`config.mk`:
```
export PLATFORM = sky130hd
export DESIGN_NAME = dot_product_norm_engine
export DESIGN_NICKNAME = d
export VERILOG_FILES = /design/src/dpn_pkg.sv /design/src/dot_product_norm_engine.sv /design/src/dpn_front.sv /design/src/dpn_queue.sv /design/src/dpn_back.sv
export VERILOG_INCLUDE_DIRS = /design/src /design/src/src
export SDC_FILE = /design/constraint.sdc
export NUM_CORES = 2
export LEC_CHECK = 0
export BUFFER_PORTS_ARGS = -buffer_cell sky130_fd_sc_hd__buf_2
export CAP_MARGIN = 30
export CORE_MARGIN = 2
export CORE_UTILIZATION = 25
export CTS_CLUSTER_SIZE = 30
export DETAILED_ROUTE_END_ITERATION = 8
export PLACE_DENSITY = 0.41
export RECOVER_POWER = 25
export SYNTH_ARGS = -nofsm -noshare
export SYNTH_HDL_FRONTEND = slang
export SYNTH_SLANG_ARGS = --single-unit
```
`constraint.sdc`:
```
create_clock -name clk -period 9.5 [get_ports clk]
set_input_delay 0 -clock clk [delete_from_list [all_inputs] [get_ports clk]]
set_output_delay 0 -clock clk [all_outputs]
set_load 0.01 [all_outputs]
```
`src/assert_macros.svh`:
```
// ----------------------------------------------------------------------------
// Assertion macros
// Concurrent check wrappers shared by the dot product / norm engine modules.
// ----------------------------------------------------------------------------
`ifndef ASSERT_MACROS_SVH
`define ASSERT_MACROS_SVH
`ifndef SYNTHESIS
// Check that prop holds at every clock edge outside reset.
`define DPN_ASSERT(label, clk, rst, prop) \
  label: assert property (@(posedge clk) disable iff (rst) prop) \
    else $error("%m: check failed");
// Check that cons holds in the cycle after ante, outside reset.
`define DPN_ASSERT_NEXT(label, clk, rst, ante, cons) \
  label: assert property (@(posedge clk) disable iff (rst) (ante) |=> (cons)) \
    else $error("%m: check failed");
`else
`define DPN_ASSERT(label, clk, rst, prop)
`define DPN_ASSERT_NEXT(label, clk, rst, ante, cons)
`endif
`endif

```
`src/dpn_pkg.sv`:
```
// ----------------------------------------------------------------------------
// dpn_pkg
// Shared widths, codes and types of the dot product / norm engine.
// ----------------------------------------------------------------------------
`timescale 1ns / 1ps

package dpn_pkg;

  localparam int ELEMENT_WIDTH = 32;
  localparam int PORT_W        = 32;
  localparam int PROD_W        = 2 * ELEMENT_WIDTH;
  localparam int ACC_W         = 64;
  localparam int ROOT_W        = ACC_W / 2;
  localparam int REM_W         = ROOT_W + 2;
  localparam int ROOT_STEPS    = ROOT_W;
  localparam int CNT_W         = $clog2(ROOT_STEPS);

  localparam int QDEPTH = 2;
  localparam int QPTR_W = $clog2(QDEPTH);
  localparam int QCNT_W = $clog2(QDEPTH + 1);

  localparam logic [ACC_W-1:0] ACC_MIN = {1'b1, {(ACC_W-1){1'b0}}};
  localparam logic [ACC_W-1:0] ACC_MAX = {1'b0, {(ACC_W-1){1'b1}}};

  localparam logic OP_DOT  = 1'b0;
  localparam logic OP_NORM = 1'b1;

  // One finished vector: final sum and how to turn it into a result.
  typedef struct packed {
    logic [ACC_W-1:0] sum;
    logic             op;
    logic             sat;
  } entry_t;

  typedef enum logic [0:0] {
    BK_IDLE,
    BK_ROOT
  } back_state_t;

endpackage

```
`src/dot_product_norm_engine.sv`:
```
// ----------------------------------------------------------------------------
// dot_product_norm_engine
// Streaming Q16.16 dot product and Euclidean norm with saturating Q32.32 sum.
// ----------------------------------------------------------------------------
// The engine takes one element word per cycle while full is low: a product
// stage and a saturating 64-bit accumulator sit in the front end. The word
// marked last_element places its finished sum in a two-entry queue; a dot
// product result passes from the product stage through the queue to the
// result register, while a norm passes through an iterative square root unit
// that makes one root bit per cycle and holds its last bit until the result
// register is free. The unit spends one load step and 32 root bits per norm
// and takes no new sum until its root is done, so later finished vectors
// wait in the queue meanwhile. full rises only when both queue entries are
// taken and another vector end waits in the product stage; status reports
// saturation of the sum anywhere in that vector.
`timescale 1ns / 1ps

module dot_product_norm_engine (
  input  logic                             clk,
  input  logic                             rst,
  input  logic                             push,
  output logic                             full,
  input  logic                             operation,
  input  logic signed [dpn_pkg::PORT_W-1:0] a_elem,
  input  logic signed [dpn_pkg::PORT_W-1:0] b_elem,
  input  logic                             last_element,
  input  logic                             pop,
  output logic                             empty,
  output logic signed [dpn_pkg::ACC_W-1:0] result_value,
  output logic                             status
);

  logic            q_push;
  logic            q_full;
  logic            q_pop;
  logic            q_empty;
  dpn_pkg::entry_t q_wdata;
  dpn_pkg::entry_t q_rdata;

  dpn_front u_front (
    .clk          (clk),
    .rst          (rst),
    .push         (push),
    .full         (full),
    .operation    (operation),
    .a_elem       (a_elem),
    .b_elem       (b_elem),
    .last_element (last_element),
    .q_push       (q_push),
    .q_full       (q_full),
    .q_wdata      (q_wdata)
  );

  dpn_queue u_queue (
    .clk   (clk),
    .rst   (rst),
    .push  (q_push),
    .full  (q_full),
    .wdata (q_wdata),
    .pop   (q_pop),
    .empty (q_empty),
    .rdata (q_rdata)
  );

  dpn_back u_back (
    .clk          (clk),
    .rst          (rst),
    .q_empty      (q_empty),
    .q_rdata      (q_rdata),
    .q_pop        (q_pop),
    .pop          (pop),
    .empty        (empty),
    .result_value (result_value),
    .status       (status)
  );

endmodule

```
`src/dpn_front.sv`:
```
// ----------------------------------------------------------------------------
// dpn_front
// Multiply stage and saturating Q32.32 accumulator; hands finished sums on.
// ----------------------------------------------------------------------------
`timescale 1ns / 1ps
`include "assert_macros.svh"

module dpn_front (
  input  logic                             clk,
  input  logic                             rst,
  input  logic                             push,
  output logic                             full,
  input  logic                             operation,
  input  logic signed [dpn_pkg::PORT_W-1:0] a_elem,
  input  logic signed [dpn_pkg::PORT_W-1:0] b_elem,
  input  logic                             last_element,
  output logic                             q_push,
  input  logic                             q_full,
  output dpn_pkg::entry_t                  q_wdata
);

  logic signed [dpn_pkg::ELEMENT_WIDTH-1:0] a_s;
  logic signed [dpn_pkg::ELEMENT_WIDTH-1:0] b_s;
  logic signed [dpn_pkg::ELEMENT_WIDTH-1:0] mul_b;
  logic signed [dpn_pkg::PROD_W-1:0]        prod;

  logic                              p_valid;
  logic                              p_op;
  logic                              p_last;
  logic signed [dpn_pkg::PROD_W-1:0] p_prod;

  logic [dpn_pkg::ACC_W-1:0] acc;
  logic [dpn_pkg::ACC_W-1:0] acc_next;
  logic                      sat_flag;
  logic                      sat_flag_next;

  logic [dpn_pkg::ACC_W-1:0] term;
  logic [dpn_pkg::ACC_W-1:0] sum;
  logic [dpn_pkg::ACC_W-1:0] acc_add;
  logic                      ovf;
  logic                      sat_add;
  logic                      stall;

  assign a_s   = a_elem[dpn_pkg::ELEMENT_WIDTH-1:0];
  assign b_s   = b_elem[dpn_pkg::ELEMENT_WIDTH-1:0];
  assign mul_b = (operation == dpn_pkg::OP_NORM) ? a_s : b_s;
  assign prod  = a_s * mul_b;

  // hold the product stage while a finished sum has no queue slot
  assign stall = p_valid && p_last && q_full;
  assign full  = stall;

  always_comb begin
    term    = dpn_pkg::ACC_W'(p_prod);
    sum     = acc + term;
    ovf     = (acc[dpn_pkg::ACC_W-1] ^ sum[dpn_pkg::ACC_W-1]) &
              (term[dpn_pkg::ACC_W-1] ^ sum[dpn_pkg::ACC_W-1]);
    acc_add = sum;
    if (ovf) begin
      acc_add = term[dpn_pkg::ACC_W-1] ? dpn_pkg::ACC_MIN : dpn_pkg::ACC_MAX;
    end
    sat_add = sat_flag | ovf;

    acc_next      = acc;
    sat_flag_next = sat_flag;
    if (p_valid && !stall) begin
      if (p_last) begin
        acc_next      = '0;
        sat_flag_next = 1'b0;
      end else begin
        acc_next      = acc_add;
        sat_flag_next = sat_add;
      end
    end

    q_push       = p_valid && p_last && !q_full;
    q_wdata.sum  = acc_add;
    q_wdata.op   = p_op;
    q_wdata.sat  = sat_add;
  end

  always_ff @(posedge clk) begin
    if (rst) begin
      p_valid  <= 1'b0;
      acc      <= '0;
      sat_flag <= 1'b0;
    end else begin
      acc      <= acc_next;
      sat_flag <= sat_flag_next;
      if (!stall) begin
        p_valid <= push;
      end
    end
  end

  always_ff @(posedge clk) begin
    if (!stall) begin
      p_op   <= operation;
      p_last <= last_element;
      p_prod <= prod;
    end
  end

  `DPN_ASSERT_NEXT(a_front_clear, clk, rst, p_valid && p_last && !q_full, acc == '0 && !sat_flag)
  `DPN_ASSERT_NEXT(a_front_hold, clk, rst, stall, $stable(p_prod) && p_valid)

endmodule

```
`src/dpn_queue.sv`:
```
// ----------------------------------------------------------------------------
// dpn_queue
// Short queue of finished sums between the accumulator and the root unit.
// ----------------------------------------------------------------------------
`timescale 1ns / 1ps
`include "assert_macros.svh"

module dpn_queue (
  input  logic            clk,
  input  logic            rst,
  input  logic            push,
  output logic            full,
  input  dpn_pkg::entry_t wdata,
  input  logic            pop,
  output logic            empty,
  output dpn_pkg::entry_t rdata
);

  dpn_pkg::entry_t             mem [dpn_pkg::QDEPTH];
  logic [dpn_pkg::QPTR_W-1:0]  wr_ptr;
  logic [dpn_pkg::QPTR_W-1:0]  rd_ptr;
  logic [dpn_pkg::QCNT_W-1:0]  count;
  logic                        do_push;
  logic                        do_pop;

  assign full    = (count == dpn_pkg::QCNT_W'(dpn_pkg::QDEPTH));
  assign empty   = (count == '0);
  assign do_push = push && !full;
  assign do_pop  = pop && !empty;
  assign rdata   = mem[rd_ptr];

  always_ff @(posedge clk) begin
    if (do_push) begin
      mem[wr_ptr] <= wdata;
    end
  end

  always_ff @(posedge clk) begin
    if (rst) begin
      wr_ptr <= '0;
      rd_ptr <= '0;
      count  <= '0;
    end else begin
      if (do_push) begin
        wr_ptr <= (wr_ptr == dpn_pkg::QPTR_W'(dpn_pkg::QDEPTH - 1)) ? '0 : wr_ptr + 1'b1;
      end
      if (do_pop) begin
        rd_ptr <= (rd_ptr == dpn_pkg::QPTR_W'(dpn_pkg::QDEPTH - 1)) ? '0 : rd_ptr + 1'b1;
      end
      if (do_push && !do_pop) begin
        count <= count + 1'b1;
      end else if (do_pop && !do_push) begin
        count <= count - 1'b1;
      end
    end
  end

  `DPN_ASSERT(a_queue_bound, clk, rst, count <= dpn_pkg::QCNT_W'(dpn_pkg::QDEPTH))
  `DPN_ASSERT(a_queue_no_underflow, clk, rst, !(pop && empty))

endmodule

```
`src/dpn_back.sv`:
```
// ----------------------------------------------------------------------------
// dpn_back
// Forms results: passes dot sums through, runs a bit-per-cycle square root.
// ----------------------------------------------------------------------------
`timescale 1ns / 1ps
`include "assert_macros.svh"

module dpn_back (
  input  logic                             clk,
  input  logic                             rst,
  input  logic                             q_empty,
  input  dpn_pkg::entry_t                  q_rdata,
  output logic                             q_pop,
  input  logic                             pop,
  output logic                             empty,
  output logic signed [dpn_pkg::ACC_W-1:0] result_value,
  output logic                             status
);

  dpn_pkg::back_state_t state;
  dpn_pkg::back_state_t state_next;

  logic [dpn_pkg::ACC_W-1:0]  x;
  logic [dpn_pkg::ACC_W-1:0]  x_next;
  logic [dpn_pkg::REM_W-1:0]  rem;
  logic [dpn_pkg::REM_W-1:0]  rem_next;
  logic [dpn_pkg::ROOT_W-1:0] root;
  logic [dpn_pkg::ROOT_W-1:0] root_next;
  logic [dpn_pkg::CNT_W-1:0]  cnt;
  logic [dpn_pkg::CNT_W-1:0]  cnt_next;
  logic                       sat;
  logic                       sat_next;

  logic                       out_valid;
  logic                       out_valid_next;
  logic [dpn_pkg::ACC_W-1:0]  out_value;
  logic [dpn_pkg::ACC_W-1:0]  out_value_next;
  logic                       out_status;
  logic                       out_status_next;

  logic                       out_free;
  logic                       step_en;
  logic [dpn_pkg::REM_W+1:0]  rem_sh;
  logic [dpn_pkg::REM_W+1:0]  trial;
  logic                       ge;
  logic [dpn_pkg::ROOT_W-1:0] root_step;

  assign empty        = !out_valid;
  assign result_value = out_value;
  assign status       = out_status;
  assign out_free     = !out_valid || pop;
  assign step_en      = (state == dpn_pkg::BK_ROOT) && ((cnt != '0) || out_free);

  // one root bit per cycle: bring down two radicand bits, try 4*root+1
  assign rem_sh    = {rem, x[dpn_pkg::ACC_W-1 -: 2]};
  assign trial     = {2'b00, root, 2'b01};
  assign ge        = (rem_sh >= trial);
  assign root_step = {root[dpn_pkg::ROOT_W-2:0], ge};

  always_comb begin
    state_next      = state;
    x_next          = x;
    rem_next        = rem;
    root_next       = root;
    cnt_next        = cnt;
    sat_next        = sat;
    q_pop           = 1'b0;
    out_valid_next  = out_valid && !pop;
    out_value_next  = out_value;
    out_status_next = out_status;

    unique case (state)
      dpn_pkg::BK_IDLE: begin
        if (!q_empty) begin
          if (q_rdata.op == dpn_pkg::OP_DOT) begin
            if (out_free) begin
              q_pop           = 1'b1;
              out_valid_next  = 1'b1;
              out_value_next  = q_rdata.sum;
              out_status_next = q_rdata.sat;
            end
          end else begin
            q_pop      = 1'b1;
            // negative sums only come from mixed vectors: take the root of zero
            x_next     = q_rdata.sum[dpn_pkg::ACC_W-1] ? '0 : q_rdata.sum;
            rem_next   = '0;
            root_next  = '0;
            cnt_next   = dpn_pkg::CNT_W'(dpn_pkg::ROOT_STEPS - 1);
            sat_next   = q_rdata.sat;
            state_next = dpn_pkg::BK_ROOT;
          end
        end
      end
      dpn_pkg::BK_ROOT: begin
        if (step_en) begin
          x_next    = x << 2;
          rem_next  = ge ? dpn_pkg::REM_W'(rem_sh - trial) : dpn_pkg::REM_W'(rem_sh);
          root_next = root_step;
          cnt_next  = cnt - 1'b1;
          if (cnt == '0) begin
            out_valid_next  = 1'b1;
            out_value_next  = {{(dpn_pkg::ACC_W-dpn_pkg::ROOT_W){1'b0}}, root_step};
            out_status_next = sat;
            state_next      = dpn_pkg::BK_IDLE;
          end
        end
      end
      default: begin
        state_next = dpn_pkg::BK_IDLE;
      end
    endcase
  end

  always_ff @(posedge clk) begin
    if (rst) begin
      state     <= dpn_pkg::BK_IDLE;
      out_valid <= 1'b0;
    end else begin
      state     <= state_next;
      out_valid <= out_valid_next;
    end
  end

  always_ff @(posedge clk) begin
    x          <= x_next;
    rem        <= rem_next;
    root       <= root_next;
    cnt        <= cnt_next;
    sat        <= sat_next;
    out_value  <= out_value_next;
    out_status <= out_status_next;
  end

  `DPN_ASSERT_NEXT(a_back_count, clk, rst, step_en && cnt != '0, cnt == $past(cnt) - 1'b1)

endmodule
```
# Word level (Yosys, flattened, before mapping)
# Memory sizes are Yosys's and may differ from the RTL's. A register that Yosys moved wholly into a read port is not among the register bits.
# Index checks and enable logic that the tools add are counted.
[classes]
magnitude_cmp = 1
n_bitwise = 6
eq_ne = 7
n_mul = 1
addsub = 7
n_mux = 58
reduce_logical = 26
[op_table]
columns = ["op", "count"]
rows = [
  ["2-to-1 mux 64 bit", 11],
  ["case mux 64 bit (2 select lines)", 2],
  ["2-to-1 mux 34 bit", 4],
  ["2-to-1 mux 32 bit", 4],
  ["case mux 34 bit (2 select lines)", 1],
  ["adder 64 bit", 1],
  ["multiplier 32 x 32 -> 64 bit", 1],
  ["case mux 32 bit (2 select lines)", 1],
  ["2-to-1 mux 63 bit", 1],
  ["greater-or-equal comparator 36 x 34 -> 1 bit", 1],
  ["subtractor 34 bit", 1],
  ["2-to-1 mux 1 bit", 25],
  ["2-to-1 mux 5 bit", 3],
  ["logical AND 1 bit", 10],
  ["case mux 5 bit (2 select lines)", 1],
  ["inequality test 2 bit, second input constant", 4],
  ["logical NOT 1 bit", 7],
  ["case mux 1 bit (2 select lines)", 3],
  ["AND reduction 3 bit", 2],
  ["logical NOT 5 bit", 1],
  ["AND reduction 5 bit", 1],
  ["nonzero test 5 bit", 1],
  ["subtractor 5 x 1 -> 5 bit, second input constant", 1],
  ["2-to-1 mux 2 bit", 2],
  ["12 further kinds", 17],
]
[word_totals]
ff_bits = 339
ram_bits = 132
word_cells = 125
n_memories = 1
[memory_table]
columns = ["name", "words", "width", "read_ports", "rd_clocked_by_memory_dff", "wr", "line_no", "text"]
rows = [
  ["u_queue.mem", 2, 66, 1, 1, 1, "dpn_queue.sv:19", "dpn_pkg::entry_t mem [dpn_pkg::QDEPTH];"],
]

# Longest topological paths before layout
[logic_depth]
ltp_word = 10
depth_mapped = 31

# Cells and area by module
# A second synthesis with hierarchy kept.
[hier_totals]
cells_unflattened = 5883
area_unflattened_um2 = 59657.2
[modules_own_cells]
columns = ["module", "cells_each", "instances", "area_each_um2", "seq_area_each_um2"]
rows = [
  ["dpn_front", 4817, 1, 44630.3, 3303.2],
  ["dpn_back", 836, 1, 10039.6, 6075.8],
  ["dpn_queue", 230, 1, 4987.3, 4063.9],
]

# Worst setup path after synthesis
# No wires, ideal clock.
[synth_timing]
path_type = "input-to-reg"
start = "input operation"
end = "register u_front.p_prod[60] (netlist name) (data pin)"
setup_slack_ps = 1161
t_required_ps = 9238
stages = 27
t_arrival_ps = 8077
setup_time_ps = 262
cell_sequence = "clkbuf_1 > buf_1 > mux2_2 > clkbuf_1 > nand2_1 > inv_1 > fa_1 > fa_1 > fa_1 > fa_1 > inv_1 > fa_1 > inv_1 > fa_1 > inv_1 > fa_1 > inv_1 > fa_1 > ha_1 > clkbuf_1 > a21o_1 > a21o_1 > a21oi_1 > o21ai_0 > a2111oi_0 > a21oi_1 > xor2_1"
[synth_via]
elab_chain_cells = 2
[synth_rtl]
columns = ["element", "line_no", "text"]
rows = [
  ["start: declaration", "dot_product_norm_engine.sv:23", "input logic operation,"],
  ["2-to-1 mux 32 bit", "dpn_front.sv:46", "assign mul_b = (operation == dpn_pkg::OP_NORM) ? a_s : b_s;"],
  ["multiplier 32 x 32 -> 64 bit", "dpn_front.sv:47", "assign prod = a_s * mul_b;"],
  ["via u_front.prod (one bit)", "dpn_front.sv:25", "logic signed [dpn_pkg::PROD_W-1:0] prod;"],
  ["end signal: assignment", "dpn_front.sv:100", "p_prod <= prod;"],
  ["end: declaration", "dpn_front.sv:30", "logic signed [dpn_pkg::PROD_W-1:0] p_prod;"],
]
# The timed path passes the listed nets, and every way through them passes these cells.
# A chain may end at the register's enable or synchronous reset.

# Final worst setup path
[layout_timing]
start = "input b_elem[0] (netlist name)"
end = "register u_front.p_prod[62] (netlist name) (data pin)"
[layout_via]
elab_chain_cells = 2
[layout_rtl]
columns = ["element", "line_no", "text"]
rows = [
  ["start: declaration", "dot_product_norm_engine.sv:25", "input logic signed [dpn_pkg::PORT_W-1:0] b_elem,"],
  ["2-to-1 mux 32 bit", "dpn_front.sv:46", ""],
  ["multiplier 32 x 32 -> 64 bit", "dpn_front.sv:47", ""],
  ["via u_front.prod (one bit)", "dpn_front.sv:25", ""],
]
# The timed path passes the listed nets, and every way through them passes these cells.

==> summary.txt <==
Placed design
  • # port buffers: 136
  • Placed cell areas: 64,380 um^2
  • Detail Placement HPWL: 146,600 um
  • GPL Wtd Cong: 0.8179

Min path
  • Hold Crit Start: operation
  • HP Class: primary input to register

Global route
  • Global-route wire length before repair: 282,400 um
  • GR Util All Layers: 15.10%
  • Largest net degree at the start of global routing: 98
  • GRT Residual Overflow: 0
  • Initial antenna violation count: 7
  • Vias in the first global route: 44,118

Run status
  • Status: finished with violations
  • Violated checks: max-capacitance violations, max-slew violations

Floorplanning
  • Die ar.: 243,500 um^2
  • Rows: 179
  • Die width: 493.5 um
  • Core ar.: 238,100 um^2
  • Die height: 493.5 um
  • Starting density of the core: 25.16%
  • I/O pin count: 137

Yosys
  • Fraction of the yosys area taken by sequential cells: 22.44%
  • Post-synthesis cell count: 5,991
  • Yosys top cell area share: 36.23%
  • Syn Area/Cell: 9.998 um^2
  • EDFF count, synth: 399
  • Syn. warnings: 0
  • #FFs+latches synth: 472
  • Post-synthesis cell type count: 87
  • Mapped Area: 59,900 um^2
  • Async SR Flop Fraction: 0%
  • Synth top area cells: fa_1 36%, edfxtp_1 20%, inv_1 6.3%
  • Syn Nets: 7,429
  • Ys flop type: edfxtp_1
  • Post-synth top area cell: fa_1

Final layout
  • Area grow syn2layout: 10.32%
  • Fraction of layout cells with a size suffix above 1: 6.142%
  • Final instance area: 66,080 um^2
  • Fin nets: 7,417
  • Final core occ: 27.76%

Detailed routing
  • WL final: 184,600 um
  • DR pass1 iterations: 5
  • DR DRC count: 0
  • Per-cell routed wire length: 20.08 um
  • Via count: 41,190
  • Via-to-Cell Ratio: 4.481
  • Drt first-iter violations: 2,566
  • Antenna-violating nets left: 0

Clock network
  • CTS tree: done
  • Root Buffer: clkbuf_16
  • H-tree depth: 2
  • Worst-Skew Late Latency: 640 ps
  • Resized Gates After CTS: 0
  • CTS buffer count: 53
  • Clock tree buffer depth: 3
  • Clock slew at reported path FFs: 60 ps
  • Clock sink total: 472

Setup path
  • Reg2reg start: u_back.state
  • Worst EP required: 9850 ps
  • Setup crit start kind: primary input
  • Critical Path AT: 8870 ps
  • Worst path max stage delay: 570 ps
  • WS Path Type: primary input to register
  • Crit. Startpoint: b_elem[0]
  • Critical Path End Type: register
  • Critical path's slowest cell: fa_1
  • CP Max Fanout: 5
  • Most used cell, CP: fa_1

STA
  • Max Slew Vio Count: 493
  • Tightest Pin Transition: 3959 ps
  • Final Hold Fails: 0
  • Slew HR: -163.9%
  • RSZ-0062 raised after global routing: no
  • Clock skew: 46.62 ps
  • FMAX: 117.4 MHz
  • Final Cycle Share: 89.64%
  • Clock period minus worst slack: 8516 ps
  • Setup Viol. Count Final: 0
  • Setup TNS Final: 0 ps

Run
  • Max Cap Violations: 9
routing by layer:
metal  up-vias  track usage [%]  wire length (um)
li1      18798                -                 -
met1     21358            23.86             96810
met2       898            22.00             76100
met3       136            2.008              8882
met4         0            2.296              2773
met5         -                0                 0
cell families after synthesis:
family	share of synthesized area [%]
adder cells (fa/ha/maj)	42.16
multiplexers	2.298
AND/OR/NAND/NOR	14.30
XOR/XNOR	2.296
flip-flops	22.44
buffers and inverters	8.336
AO/OA/AOI/OAI	8.165
placed cells by master, fill, tap and decap left out, types with 27 or more instances in the layout:
cell	Yosys	routed
clkbuf_1	299	85
clkbuf_16	0	55
nand4_1	32	32
nor2b_1	247	247
o21bai_1	30	30
edfxtp_1	399	399
nor2_1	333	331
mux2i_1	70	62
nand2_1	664	663
ha_1	284	284
buf_2	7	67
buf_4	2	102
nand2b_1	78	78
a21o_1	67	67
xor2_1	60	60
a21oi_1	248	246
and2_1	279	278
inv_1	1006	1006
o21ai_0	166	164
o21a_1	31	31
fa_1	1084	1084
nand3_1	41	41
and3_1	27	27
o31ai_1	37	37
mux2_2	60	60
dfxtp_1	73	73
xnor2_1	97	97
cell type report:
type	count	area [um^2]
Clock buffer	67	1441
Clock inverter	33	361.6
Multi-Input combinational cell	4193	41610
Timing Repair Buffer	252	1483
Sequential cell	472	13440
Inverter	1007	3780
Antenna cell	2	5.005
Tap cell	3167	3963
Fill cell	25288	172000
worst max-delay path: cells and delay by family:
family / cells / cell delay [ps]
xor gates and xnor gates: 1 / 150
adders and majority gates: 9 / 4260
AOI/OAI and AO/OA: 7 / 1550
muxes: 1 / 300
buffers and inverters: 9 / 1660
and+or+nand+nor: 3 / 940
what timing repair did:
item | CTS | global route
hold endpoints to repair | 35 | 0
setup buffers | 0 | 0
hold buffers | 6 | 0
synth_stat cells (7+ instances only):
| library cell | number |
|---|---|
| xor2_1 | 60 |
| ha_1 | 284 |
| dfxtp_1 | 73 |
| buf_1 | 11 |
| nor3_1 | 21 |
| nor3b_1 | 7 |
| a211o_1 | 9 |
| a211oi_1 | 16 |
| a21oi_1 | 248 |
| a22oi_1 | 23 |
| xnor2_1 | 97 |
| mux2_2 | 60 |
| mux2i_1 | 70 |
| a211oi_2 | 8 |
| fa_1 | 1084 |
| or3_1 | 10 |
| or2_2 | 8 |
| nor2b_1 | 247 |
| nor2_1 | 333 |
| nand2b_1 | 78 |
| nand3b_1 | 7 |
| and2_1 | 279 |
| o21ai_0 | 166 |
| inv_1 | 1006 |
| a31oi_1 | 12 |
| nand4_1 | 32 |
| o211ai_1 | 10 |
| buf_2 | 7 |
| o21bai_1 | 30 |
| clkbuf_1 | 299 |
| o31ai_1 | 37 |
| nand2_1 | 664 |
| a21o_1 | 67 |
| o21ai_1 | 20 |
| o21a_1 | 31 |
| nand3_1 | 41 |
| and3_1 | 27 |
| a21boi_0 | 11 |
| edfxtp_1 | 399 |
sequential cells by signal, indices dropped and copies added (netlist names), named ones only:
name and count:
u_front.acc 64, u_back.x 64, u_queue.mem 132, u_back.status 1
u_back.state 1, u_back.sat 1, u_back.out_valid 1, u_queue.count 2
u_back.result_value 64, u_back.rem 34, u_front.p_last 1, u_back.root 32
u_front.p_valid 1, u_queue.wr_ptr 1, u_back.cnt 5, u_front.p_prod 64
u_front.sat_flag 1, u_front.p_op 1, u_queue.rd_ptr 1
through the flow:
step	instances	hold slack [ps]	setup WS, ps
after floorplan	5991	98.87	1161
after global placement	9084	287.9	505.1
after detailed placement	9085	280.8	509.3
after CTS	9191	9.096	1182
after global routing	9191	11.20	566.5
final	9193	22.96	984.2
path summary, 6_finish.rpt:
check             slack, ps  cells after the start                 endpoint
setup / recovery        980                     30       u_front.p_prod[62]
hold / removal           20                      2             u_front.p_op
setup reg to reg       3440                      4  u_back.result_value[60]
hold reg to reg         460                      2          u_front.acc[56]
Power is not shown: default switching activity piles up to over one toggle a cycle in this logic, so the estimate is an artifact.
